<file path="src/hdl/spwm_pkg.sv">
`default_nettype none
// ----------------------------------------------------------------------------
// spwm_pkg: shared definitions for the SPWM compare calculator
// Widths, register indexes and the beat types of the input, result and
// internal work queue.
// ----------------------------------------------------------------------------
package spwm_pkg;

  localparam int VOLTAGE_BITS = 16;
  localparam int PERIOD_BITS  = 16;
  localparam int MOD_BITS     = 16;
  localparam int LIMIT_W      = VOLTAGE_BITS + MOD_BITS;
  localparam int NUM_W        = VOLTAGE_BITS + 16;
  localparam int CFG_IDX_W    = 2;
  localparam int CFG_DATA_W   = 16;
  localparam int QUEUE_DEPTH  = 2;

  localparam logic [MOD_BITS-1:0] Q15_ONE = MOD_BITS'(32768);

  typedef enum logic [CFG_IDX_W-1:0] {
    REG_PWM_PERIOD = 2'd0,
    REG_MOD_LIMIT  = 2'd1
  } cfg_reg_t;

  typedef struct packed {
    logic signed [VOLTAGE_BITS-1:0] phase_a_voltage;
    logic signed [VOLTAGE_BITS-1:0] phase_b_voltage;
    logic signed [VOLTAGE_BITS-1:0] phase_c_voltage;
    logic        [VOLTAGE_BITS-1:0] dc_link_voltage;
  } in_t;

  typedef struct packed {
    logic [PERIOD_BITS-1:0] compare_a;
    logic [PERIOD_BITS-1:0] compare_b;
    logic [PERIOD_BITS-1:0] compare_c;
    logic [2:0]             clamp_flags;
    logic                   zero_bus_error;
  } out_t;

  typedef struct packed {
    logic [NUM_W-1:0]        num_a;
    logic [NUM_W-1:0]        num_b;
    logic [NUM_W-1:0]        num_c;
    logic [VOLTAGE_BITS-1:0] dc_link;
    logic [2:0]              clamp;
    logic                    zero;
  } work_t;

endpackage
`default_nettype wire

</file>
<file path="src/hdl/spwm_compare_calc.sv">
`default_nettype none
// ----------------------------------------------------------------------------
// spwm_compare_calc: three-phase sinusoidal PWM compare calculator
// Clamps three phase references to the modulation limit and scales them
// into timer compare values against the measured DC-link voltage.
// ----------------------------------------------------------------------------
// Channel   Handshake              Beat
// in_       in_push / in_full      phases A, B, C and DC-link voltage
// out_      out_pop / out_empty    compares A, B, C, clamp flags, zero bus
// cfg_      cfg_valid / cfg_ready  register index and write data
//
// A beat is registered in the front and queued; the divider lanes then work
// one period bit per cycle, and the hold state writes the result register;
// a zero bus voltage skips the division. While results are taken, the next
// queued beat loads in the same cycle as the result register is written.
// Reset empties the pipeline and the queue; no clearing pass is needed.
// A full result register stalls the divider, then the queue, then in_full.
// ----------------------------------------------------------------------------
module spwm_compare_calc import spwm_pkg::*; (
  input  wire logic                  clk,
  input  wire logic                  rst_n,
  input  wire logic                  in_push,
  output logic                       in_full,
  input  wire in_t                   in_data,
  output logic                       out_empty,
  input  wire logic                  out_pop,
  output out_t                       out_data,
  input  wire logic                  cfg_valid,
  output logic                       cfg_ready,
  input  wire logic [CFG_IDX_W-1:0]  cfg_index,
  input  wire logic [CFG_DATA_W-1:0] cfg_data
);

  logic [PERIOD_BITS-1:0] period_r, period_nxt;
  logic [MOD_BITS-1:0]    mlim_r, mlim_nxt;
  logic [MOD_BITS-1:0]    mlim_sat;
  logic                   q_push, q_full, q_pop, q_empty;
  work_t                  q_wdata, q_rdata;

  assign cfg_ready = 1'b1;
  assign mlim_sat  = (mlim_r > Q15_ONE) ? Q15_ONE : mlim_r;

  always_comb begin
    period_nxt = period_r;
    mlim_nxt   = mlim_r;
    if (cfg_valid && cfg_ready) begin
      if (cfg_index == REG_PWM_PERIOD) begin
        period_nxt = PERIOD_BITS'(cfg_data);
      end else if (cfg_index == REG_MOD_LIMIT) begin
        mlim_nxt = MOD_BITS'(cfg_data);
      end
    end
  end

  always_ff @(posedge clk) begin
    if (!rst_n) begin
      period_r <= '0;
      mlim_r   <= Q15_ONE;
    end else begin
      period_r <= period_nxt;
      mlim_r   <= mlim_nxt;
    end
  end

  spwm_front u_front (
    .clk       (clk),
    .rst_n     (rst_n),
    .in_push   (in_push),
    .in_full   (in_full),
    .in_data   (in_data),
    .mod_limit (mlim_sat),
    .q_push    (q_push),
    .q_data    (q_wdata),
    .q_full    (q_full)
  );

  spwm_queue u_queue (
    .clk   (clk),
    .rst_n (rst_n),
    .push  (q_push),
    .wdata (q_wdata),
    .full  (q_full),
    .pop   (q_pop),
    .empty (q_empty),
    .rdata (q_rdata)
  );

  spwm_back u_back (
    .clk       (clk),
    .rst_n     (rst_n),
    .q_empty   (q_empty),
    .q_data    (q_rdata),
    .q_pop     (q_pop),
    .period    (period_r),
    .out_empty (out_empty),
    .out_pop   (out_pop),
    .out_data  (out_data)
  );

endmodule
`default_nettype wire

</file>
<file path="src/hdl/spwm_front.sv">
`default_nettype none
// ----------------------------------------------------------------------------
// spwm_front: input stage and phase clamp
// Registers each input beat with its clamp limit, then clamps the three
// phases and forms the scaled numerators that are queued for division.
// ----------------------------------------------------------------------------
module spwm_front import spwm_pkg::*; (
  input  wire logic                clk,
  input  wire logic                rst_n,
  input  wire logic                in_push,
  output logic                     in_full,
  input  wire in_t                 in_data,
  input  wire logic [MOD_BITS-1:0] mod_limit,
  output logic                     q_push,
  output work_t                    q_data,
  input  wire logic                q_full
);

  typedef struct packed {
    logic             clamp;
    logic [NUM_W-1:0] num;
  } lane_t;

  function automatic lane_t classify(input logic [VOLTAGE_BITS-1:0] v,
                                     input logic [VOLTAGE_BITS-1:0] vdc,
                                     input logic [LIMIT_W-1:0]      lim);
    logic signed [NUM_W+1:0] wx;
    logic signed [NUM_W+1:0] limx;
    logic signed [NUM_W+1:0] nlimx;
    logic signed [NUM_W+1:0] numx;
    lane_t                   res;
    wx    = {{2{v[VOLTAGE_BITS-1]}}, v, 16'b0};
    limx  = {2'b0, lim};
    nlimx = -limx;
    res.clamp = 1'b0;
    if (wx > limx) begin
      wx        = limx;
      res.clamp = 1'b1;
    end else if (wx < nlimx) begin
      wx        = nlimx;
      res.clamp = 1'b1;
    end
    numx    = {3'b0, vdc, 15'b0} - wx;
    res.num = numx[NUM_W-1:0];
    return res;
  endfunction

  logic                 st_vld_r, st_vld_nxt;
  in_t                  st_data_r, st_data_nxt;
  logic [LIMIT_W-1:0]   st_lim_r, st_lim_nxt;
  logic                 load;
  lane_t                lane_a, lane_b, lane_c;
  logic                 zero;

  assign in_full = st_vld_r && q_full;
  assign load    = in_push && !in_full;
  assign q_push  = st_vld_r && !q_full;

  always_comb begin
    st_vld_nxt  = st_vld_r;
    st_data_nxt = st_data_r;
    st_lim_nxt  = st_lim_r;
    if (q_push) begin
      st_vld_nxt = 1'b0;
    end
    if (load) begin
      st_vld_nxt  = 1'b1;
      st_data_nxt = in_data;
      st_lim_nxt  = LIMIT_W'(mod_limit) * LIMIT_W'(in_data.dc_link_voltage);
    end
  end

  always_ff @(posedge clk) begin
    if (!rst_n) begin
      st_vld_r <= 1'b0;
    end else begin
      st_vld_r <= st_vld_nxt;
    end
    st_data_r <= st_data_nxt;
    st_lim_r  <= st_lim_nxt;
  end

  always_comb begin
    zero   = (st_data_r.dc_link_voltage == '0);
    lane_a = classify(st_data_r.phase_a_voltage, st_data_r.dc_link_voltage, st_lim_r);
    lane_b = classify(st_data_r.phase_b_voltage, st_data_r.dc_link_voltage, st_lim_r);
    lane_c = classify(st_data_r.phase_c_voltage, st_data_r.dc_link_voltage, st_lim_r);
    q_data.num_a   = lane_a.num;
    q_data.num_b   = lane_b.num;
    q_data.num_c   = lane_c.num;
    q_data.dc_link = st_data_r.dc_link_voltage;
    q_data.clamp   = zero ? 3'b000 : {lane_c.clamp, lane_b.clamp, lane_a.clamp};
    q_data.zero    = zero;
  end

endmodule
`default_nettype wire

</file>
<file path="src/hdl/spwm_queue.sv">
`default_nettype none
// ----------------------------------------------------------------------------
// spwm_queue: work queue between front and back
// A short first-in first-out store of classified work beats.
// ----------------------------------------------------------------------------
module spwm_queue import spwm_pkg::*; (
  input  wire logic  clk,
  input  wire logic  rst_n,
  input  wire logic  push,
  input  wire work_t wdata,
  output logic       full,
  input  wire logic  pop,
  output logic       empty,
  output work_t      rdata
);

  localparam int PTR_W = (QUEUE_DEPTH > 1) ? $clog2(QUEUE_DEPTH) : 1;
  localparam int CNT_W = $clog2(QUEUE_DEPTH + 1);

  work_t              mem_r [QUEUE_DEPTH];
  logic [PTR_W-1:0]   wr_ptr_r, wr_ptr_nxt;
  logic [PTR_W-1:0]   rd_ptr_r, rd_ptr_nxt;
  logic [CNT_W-1:0]   cnt_r, cnt_nxt;
  logic               push_ok, pop_ok;

  assign full    = (cnt_r == CNT_W'(QUEUE_DEPTH));
  assign empty   = (cnt_r == '0);
  assign push_ok = push && !full;
  assign pop_ok  = pop && !empty;
  assign rdata   = mem_r[rd_ptr_r];

  always_comb begin
    wr_ptr_nxt = wr_ptr_r;
    rd_ptr_nxt = rd_ptr_r;
    cnt_nxt    = cnt_r;
    if (push_ok) begin
      wr_ptr_nxt = (wr_ptr_r == PTR_W'(QUEUE_DEPTH - 1)) ? '0 : wr_ptr_r + 1'b1;
    end
    if (pop_ok) begin
      rd_ptr_nxt = (rd_ptr_r == PTR_W'(QUEUE_DEPTH - 1)) ? '0 : rd_ptr_r + 1'b1;
    end
    case ({push_ok, pop_ok})
      2'b10:   cnt_nxt = cnt_r + 1'b1;
      2'b01:   cnt_nxt = cnt_r - 1'b1;
      default: cnt_nxt = cnt_r;
    endcase
  end

  always_ff @(posedge clk) begin
    if (!rst_n) begin
      wr_ptr_r <= '0;
      rd_ptr_r <= '0;
      cnt_r    <= '0;
    end else begin
      wr_ptr_r <= wr_ptr_nxt;
      rd_ptr_r <= rd_ptr_nxt;
      cnt_r    <= cnt_nxt;
    end
    if (push_ok) begin
      mem_r[wr_ptr_r] <= wdata;
    end
  end

endmodule
`default_nettype wire

</file>
<file path="src/hdl/spwm_back.sv">
`default_nettype none
// ----------------------------------------------------------------------------
// spwm_back: compare value division and result register
// Three lanes form period*num/(Vdc*65536) one period bit per cycle, each
// step adding the numerator and taking away the divisor up to twice.
// ----------------------------------------------------------------------------
module spwm_back import spwm_pkg::*; (
  input  wire logic                   clk,
  input  wire logic                   rst_n,
  input  wire logic                   q_empty,
  input  wire work_t                  q_data,
  output logic                        q_pop,
  input  wire logic [PERIOD_BITS-1:0] period,
  output logic                        out_empty,
  input  wire logic                   out_pop,
  output out_t                        out_data
);

  localparam int CNT_W = $clog2(PERIOD_BITS);

  typedef enum logic [2:0] {
    ST_IDLE = 3'b001,
    ST_RUN  = 3'b010,
    ST_HOLD = 3'b100
  } state_t;

  typedef struct packed {
    logic [NUM_W-1:0]       rem;
    logic [PERIOD_BITS-1:0] quo;
  } step_t;

  function automatic step_t div_step(input logic [NUM_W-1:0]       rem,
                                     input logic [NUM_W-1:0]       num,
                                     input logic [NUM_W-1:0]       den,
                                     input logic                   pbit,
                                     input logic [PERIOD_BITS-1:0] quo);
    logic [NUM_W+1:0] t;
    logic [NUM_W+1:0] d1;
    logic [NUM_W+1:0] d2;
    logic [NUM_W+1:0] diff;
    logic [1:0]       k;
    step_t            res;
    d1 = {2'b0, den};
    d2 = {1'b0, den, 1'b0};
    t  = {1'b0, rem, 1'b0} + (pbit ? {2'b0, num} : '0);
    if (t >= d2) begin
      diff = t - d2;
      k    = 2'd2;
    end else if (t >= d1) begin
      diff = t - d1;
      k    = 2'd1;
    end else begin
      diff = t;
      k    = 2'd0;
    end
    res.rem = diff[NUM_W-1:0];
    res.quo = {quo[PERIOD_BITS-2:0], 1'b0} + PERIOD_BITS'(k);
    return res;
  endfunction

  state_t                 state_r, state_nxt;
  logic [CNT_W-1:0]       cnt_r, cnt_nxt;
  logic [NUM_W-1:0]       den_r, den_nxt;
  logic [NUM_W-1:0]       num_r [3];
  logic [NUM_W-1:0]       num_nxt [3];
  logic [NUM_W-1:0]       rem_r [3];
  logic [NUM_W-1:0]       rem_nxt [3];
  logic [PERIOD_BITS-1:0] quo_r [3];
  logic [PERIOD_BITS-1:0] quo_nxt [3];
  logic [2:0]             flags_r, flags_nxt;
  logic                   zero_r, zero_nxt;
  logic                   out_vld_r, out_vld_nxt;
  out_t                   out_data_r, out_data_nxt;
  logic                   out_free, out_wr, load;
  step_t                  st [3];

  assign out_free  = !out_vld_r || out_pop;
  assign out_wr    = (state_r == ST_HOLD) && out_free;
  assign load      = ((state_r == ST_IDLE) || out_wr) && !q_empty;
  assign q_pop     = load;
  assign out_empty = !out_vld_r;
  assign out_data  = out_data_r;

  always_comb begin
    for (int i = 0; i < 3; i++) begin
      st[i] = div_step(rem_r[i], num_r[i], den_r, period[cnt_r], quo_r[i]);
    end
  end

  always_comb begin
    state_nxt = state_r;
    cnt_nxt   = cnt_r;
    den_nxt   = den_r;
    flags_nxt = flags_r;
    zero_nxt  = zero_r;
    for (int i = 0; i < 3; i++) begin
      num_nxt[i] = num_r[i];
      rem_nxt[i] = rem_r[i];
      quo_nxt[i] = quo_r[i];
    end
    case (state_r)
      ST_IDLE: begin
      end
      ST_RUN: begin
        for (int i = 0; i < 3; i++) begin
          rem_nxt[i] = st[i].rem;
          quo_nxt[i] = st[i].quo;
        end
        cnt_nxt = cnt_r - 1'b1;
        if (cnt_r == '0) begin
          state_nxt = ST_HOLD;
        end
      end
      ST_HOLD: begin
        if (out_free) begin
          state_nxt = ST_IDLE;
        end
      end
      default: begin
        state_nxt = ST_IDLE;
      end
    endcase
    if (load) begin
      state_nxt  = q_data.zero ? ST_HOLD : ST_RUN;
      cnt_nxt    = CNT_W'(PERIOD_BITS - 1);
      den_nxt    = {q_data.dc_link, 16'b0};
      num_nxt[0] = q_data.num_a;
      num_nxt[1] = q_data.num_b;
      num_nxt[2] = q_data.num_c;
      flags_nxt  = q_data.clamp;
      zero_nxt   = q_data.zero;
      for (int i = 0; i < 3; i++) begin
        rem_nxt[i] = '0;
        quo_nxt[i] = q_data.zero ? (period >> 1) : '0;
      end
    end
  end

  always_comb begin
    out_vld_nxt  = out_vld_r && !out_pop;
    out_data_nxt = out_data_r;
    if (out_wr) begin
      out_vld_nxt                 = 1'b1;
      out_data_nxt.compare_a      = quo_r[0];
      out_data_nxt.compare_b      = quo_r[1];
      out_data_nxt.compare_c      = quo_r[2];
      out_data_nxt.clamp_flags    = flags_r;
      out_data_nxt.zero_bus_error = zero_r;
    end
  end

  always_ff @(posedge clk) begin
    if (!rst_n) begin
      state_r   <= ST_IDLE;
      out_vld_r <= 1'b0;
    end else begin
      state_r   <= state_nxt;
      out_vld_r <= out_vld_nxt;
    end
    cnt_r      <= cnt_nxt;
    den_r      <= den_nxt;
    flags_r    <= flags_nxt;
    zero_r     <= zero_nxt;
    out_data_r <= out_data_nxt;
    for (int i = 0; i < 3; i++) begin
      num_r[i] <= num_nxt[i];
      rem_r[i] <= rem_nxt[i];
      quo_r[i] <= quo_nxt[i];
    end
  end

endmodule
`default_nettype wire

</file>
<file path="config.mk">
export PLATFORM = sky130hd
export DESIGN_NAME = spwm_compare_calc
export DESIGN_NICKNAME = d
export VERILOG_FILES = /design/src/hdl/spwm_pkg.sv /design/src/hdl/spwm_compare_calc.sv /design/src/hdl/spwm_front.sv /design/src/hdl/spwm_queue.sv /design/src/hdl/spwm_back.sv
export SDC_FILE = /design/constraint.sdc
export NUM_CORES = 2
export LEC_CHECK = 0
export BUFFER_PORTS_ARGS = -buffer_cell sky130_fd_sc_hd__buf_4
export CAP_MARGIN = 30
export CELL_PAD_IN_SITES_DETAIL_PLACEMENT = 1
export CELL_PAD_IN_SITES_GLOBAL_PLACEMENT = 1
export CORE_UTILIZATION = 46
export DETAILED_ROUTE_END_ITERATION = 7
export HOLD_SLACK_MARGIN = 0.06
export PLACE_DENSITY_LB_ADDON = 0.1
export SLEW_MARGIN = 15
export SYNTH_ARGS = -nofsm -noshare
export SYNTH_HDL_FRONTEND = slang
export SYNTH_SLANG_ARGS = --single-unit
</file>
<file path="constraint.sdc">
create_clock -name clk -period 8.4 [get_ports clk]
set_input_delay 1.26 -clock clk [delete_from_list [all_inputs] [get_ports clk]]
set_output_delay 1.26 -clock clk [all_outputs]
set_load 0.02 [all_outputs]
</file>
Word-level counts from Yosys, hierarchy flattened
Memory sizes are Yosys's and may differ from the RTL's. A register that Yosys moved wholly into a read port is not among the register bits.
Index checks and enable logic that the tools add are counted.
{"block": "op_classes", "bitwise": 1, "n_reduce_logical": 24, "n_eq_ne": 10, "n_addsub": 21, "multipliers": 1, "order_cmp": 14, "n_mux": 52}
{"cell": "$mux 32", "count": 15}
{"cell": "$mux 96", "count": 3}
{"cell": "$sub 32x32->32", "count": 6}
{"cell": "$add 33x32->34", "count": 3}
{"cell": "$ge 34x32->1", "count": 3}
{"cell": "$ge 34x33->1", "count": 3}
{"cell": "$lt 32x34->1", "count": 3}
{"cell": "$gt 32x33->1", "count": 3}
{"cell": "$mux 48", "count": 2}
{"cell": "$sub 31x32->32", "count": 3}
{"cell": "$add 16x2->16", "count": 3}
{"cell": "$neg 32->34", "count": 1}
{"cell": "$mul 16x16->32", "count": 1}
{"cell": "$mux 1", "count": 19}
{"cell": "$gt 16x16->1 const B", "count": 1}
{"cell": "$logic_not 16->1", "count": 1}
{"cell": "$mux 16", "count": 1}
{"cell": "$mux 15", "count": 1}
{"cell": "$mux 3", "count": 5}
{"cell": "$pmux 3 s3", "count": 1}
{"cell": "$logic_and 1x1->1", "count": 8}
{"cell": "$mux 2", "count": 3}
{"cell": "$ne 3x2->1 const B", "count": 2}
{"cell": "$reduce_and 3->1", "count": 2}
{"cell": "20 further kinds", "count": 30}
{"block": "totals", "reg_bits": 213, "memories": 4, "wordCells": 149, "ramBits": 472, "out_inout_bits": 55}
{"name": "u_queue.mem_r", "words": 2, "width": 116, "rd": 1, "rd_clocked_by_memory_dff": 1, "write_ports": 1, "line_no": "spwm_queue.sv:20", "text": "work_t mem_r [QUEUE_DEPTH];"}
{"name": "u_back.num_r", "words": 3, "width": 32, "rd": 3, "rd_clocked_by_memory_dff": 0, "write_ports": 3, "line_no": "spwm_back.sv:64", "text": "logic [NUM_W-1:0] num_r [3];"}
{"name": "u_back.rem_r", "words": 3, "width": 32, "rd": 3, "rd_clocked_by_memory_dff": 0, "write_ports": 3, "line_no": "spwm_back.sv:66", "text": "logic [NUM_W-1:0] rem_r [3];"}
{"name": "u_back.quo_r", "words": 3, "width": 16, "rd": 3, "rd_clocked_by_memory_dff": 0, "write_ports": 3, "line_no": "spwm_back.sv:68", "text": "logic [PERIOD_BITS-1:0] quo_r [3];"}

Logic depth before layout (Yosys ltp)
{"block": "depth", "ltp_word": 10, "ltp_mapped": 40, "mapped_depth_nobuf": 33}

By module
A second synthesis with hierarchy kept.
{"block": "hier_totals", "cells_unflattened": 5393, "hier_area_um2": 52619.2}
{"module": "spwm_back", "cells_per_inst": 2319, "instances": 1, "area_per_inst_um2": 21881.0}
{"module": "spwm_front", "cells_per_inst": 2544, "instances": 1, "area_per_inst_um2": 20805.0}
{"module": "spwm_queue", "cells_per_inst": 387, "instances": 1, "area_per_inst_um2": 8590.7}
{"module": "spwm_compare_calc", "cells_per_inst": 143, "instances": 1, "area_per_inst_um2": 1342.5}

Worst setup path after synthesis
Ideal clock, no wire load.
{"block": "synth_path", "kind": "flip-flop to flip-flop", "startpoint": "register u_front.st_lim_r[0]", "endpoint": "memory u_queue.mem_r[0][82] (netlist bit) (data pin)", "path_buffers": 7, "stages_incl_launch_ff": 40, "arrival_ps": 7830, "path_slack_ps": 299, "period_less_slack_ps": 8101, "path_cell_list": "edfxtp_1 clkbuf_1 inv_1 ha_1 buf_2 nor4b_2 nand4_1 or2_2 nor3_2 and3_1 clkbuf_1 and3_1 clkbuf_1 and3_1 xnor2_1 inv_1 ha_1 and4_1 (+4 left out) and2_1 buf_4 clkbuf_1 clkbuf_1 o21ai_0 o22ai_1 ha_1 a21o_1 a21o_1 a21o_1 a21o_1 a21o_1 a21o_1 a21oi_1 o21ai_0 a41oi_1 nor3_1 or3b_1"}
{"element": "start: declaration", "line_no": "spwm_front.sv:50", "text": "logic [LIMIT_W-1:0] st_lim_r, st_lim_nxt;"}
{"element": "start signal: assignment", "line_no": "spwm_front.sv:80", "text": "st_lim_r <= st_lim_nxt;"}
{"element": "end: declaration", "line_no": "spwm_queue.sv:20"}

==> flow_summary.toml <==
[outcome]
status = "finished clean"

[sta]
final.min_clock_period_ps = 8030
slew_violations = 0
setup_violations = 0
relSlewSlack = 0.332
fin_setup_tns_ps = 0
finalHoldViolCount = 0
min_period_over_period = 0.956
worst_slew_pin_slew_ps = 1000
finalClockSkew_ps = 36.4
fin_ws_ps = 367
max_clock_freq_ghz = 0.124

[floorplan]
die_x_um = 339
start_util = 0.464
ios = 142
core_area_sq_um = 112000
die-area_sq_um = 115000
rows = 123
fp.dieH_um = 339

[drt]
wl_um = 170000
first_pass_iters = 6
ant_nets = 0
wire_per_inst_um = 24.2
drtIter0Drc = 2586
vias = 41924
drcViolationCount = 0
viasPerCell = 5.99

[layout]
final_layout_size_suffix_gt1_frac = 0.121
fin_nets = 6186
layout_common_cells = "nand2_1, edfxtp_1, ha_1, inv_1, a21oi_1"
fillers = 12454
syn2layout_area_growth_pct = 12.0
instances_no_fill = 7002
antenna_cells = 0

[synthesis]
netlist_area_sq_um = 52200
ys_seq_area_frac = 0.367
synth_edf_count = 541
synth_warnings = 0
synth_cells = 5269
synthFlopType = "edfxtp_1"
ys_seq_elements = 686
synth_cell_type_count = 101
synth_area_per_cell_sq_um = 9.90
synth_nets = 6016
synth_area_leader_cell = "edfxtp_1"
synthTopCellsByArea = "edfxtp_1, ha_1, fa_1"
netlist.area_leader.share = 0.311
synthArstFlopShare = 0

[hold_path]
min_delay_path_depth = 0
whs_endpoint = "u_back.out_data[19]"
worstHoldStart = "u_back.quo_r[0][47]"
hold_path_class = "reg2reg"

[critical_path]
critPathKind = "reg2reg"
reg2reg_from = "u_front.st_lim_r[0]"
reg2reg_depth = 33
ff2ff_setup_slack_ps = 370
crit_slowest_cell = "edfxtp_1"
crit_fanout = 6
critPathMaxStageDelay_ps = 550
worstSetupEndpointType = "register"
path_common_cell = "a21o_1"
cp_data_required_time_ps = 8800
r2r_end = "u_queue.mem_r[0][82]"
start_kind = "register"
critPathArrivalTime_ps = 8440

[clock_network]
clock-root-buffer = "clkbuf_16"
cts_sinks = 686
clock_latency_ps = 690
clock_path_buffers = 3
cts_buffers = 80
cts.clk_slew.worst_paths_ps = 60
cts_tree = "done"
cts_setup_buffers = 0
htreeDepth = 3
cts_hold_buf = 0

[placement]
dp.cells = 6852
gp_congestion = 0.931
io_buffers = 140
place_worst_setup_slack_ps = 33.2
hpwl_um = 131000

[power]
leakage_nw = 24.5
total_power_w = 0.0136
worst_ir_drop_vdd_uv = 251
p_per_area_nw_per_um2 = 232

[global_route]
grt_pass1_vias = 43711
groute.usage.overall = 0.293
antenna_found_initial = 2
grt_overflow = 0
grt_pass1_wl_um = 261000
grt_max_degree = 85

[flow_run]
drv_cap = 0
[worst max-delay path by stage]
stage,to,startpoint,slack [ps]
after floorplan,u_queue.mem_r[0][82],u_front.st_lim_r[0],300
after detailed placement,u_back.rem_r[0][27],u_back.cnt_r[0],30
after CTS,u_back.quo_r[0][29],u_back.cnt_r[0],50
after global routing,u_back.rem_r[0][94],u_back.cnt_r[0],-2
after global placement,u_back.rem_r[0][19],u_back.cnt_r[0],150
final,u_queue.mem_r[0][82],u_front.st_lim_r[0],370
[per-layer routing]
layer  GRT usage  vias up  share of wire
met4       0.114        2          0.042
met5           0        -       0.000065
li1            -    19448              -
met2       0.484     1023           0.47
met3      0.0301      305          0.041
met1       0.394    21146           0.45
[cell families (layout without fill, tap and decap cells)]
kind of cell | after synthesis | count (layout) | synth area share
adder cells (fa/ha/maj) | 660 | 660 | 0.187
other | 1 | 1 | 0.0000719
XOR/XNOR | 320 | 320 | 0.0537
AND/OR/NAND/NOR | 1579 | 1579 | 0.152
AO/OA/AOI/OAI | 1293 | 1293 | 0.165
flip-flops | 686 | 686 | 0.367
multiplexers | 152 | 152 | 0.0329
buffers and inverters | 578 | 811 | 0.0421
[layout make-up]
class / count / area, sq um / area share
tap: 1500 / 1880 / 0.0321
inverter: 352 / 1330 / 0.0227
clock buffer: 101 / 2100 / 0.0359
multi-input combinational: 4005 / 31000 / 0.530
timing repair buffer: 314 / 2460 / 0.0421
sequential: 686 / 19200 / 0.328
clock inverter: 44 / 532 / 0.00910
[cells in the mapped netlist, types with 116 or more instances]
library cell / n
nor2_1: 220
inv_1: 352
ha_1: 457
fa_1: 203
xnor2_1: 211
nand2_1: 541
dfxtp_1: 145
o21ai_0: 236
a21o_1: 141
mux2_2: 116
clkbuf_1: 197
a21oi_1: 344
nand3_1: 132
edfxtp_1: 541
and2_1: 236
[sequential cells by signal, summed over array words and instances (netlist names), 4 cells and up, named ones only]
name,count
u_back.rem_r,96
u_front.st_lim_r,32
u_front.q_data,16
u_back.den_r,16
u_back.out_data,52
u_front.st_data_r,48
u_queue.mem_r,232
u_back.quo_r,48
period_r,16
u_back.cnt_r,4
mlim_r,16
u_back.num_r,96
[timing repair]
action	4_1_cts	5_1_grt
pin swaps	0	1
endpoints found under the setup margin	1	98
resized for setup	1	21
[worst max-delay path, delay by kind of cell (launching register included)]
family | cells | cell delay (ps)
xor gates and xnor gates | 1 | 260
muxes | 1 | 340
buffers and inverters | 2 | 360
DFF | 1 | 550
and+or+nand+nor | 13 | 2810
AOI/OAI and AO/OA | 13 | 2590
adders and majority gates | 3 | 840
[metrics by stage]
stage	util	instance area (sq um)	hold WS, ps
after floorplan	-	52200	400
after global placement	0.494	55600	427
after detailed placement	0.494	55600	427
after CTS	0.518	58300	460
after global routing	0.520	58500	474
final	0.520	58500	452
[power by group]
group | leakage [nW] | switching [W] | internal [W]
sequential | 6.24 | 0.000509 | 0.00468
clock | 1.27 | 0.00153 | 0.00197
combinational | 17.0 | 0.00312 | 0.00177
total | 24.5 | 0.00516 | 0.00842
No activity file was read; power rests on OpenSTA's default activity.
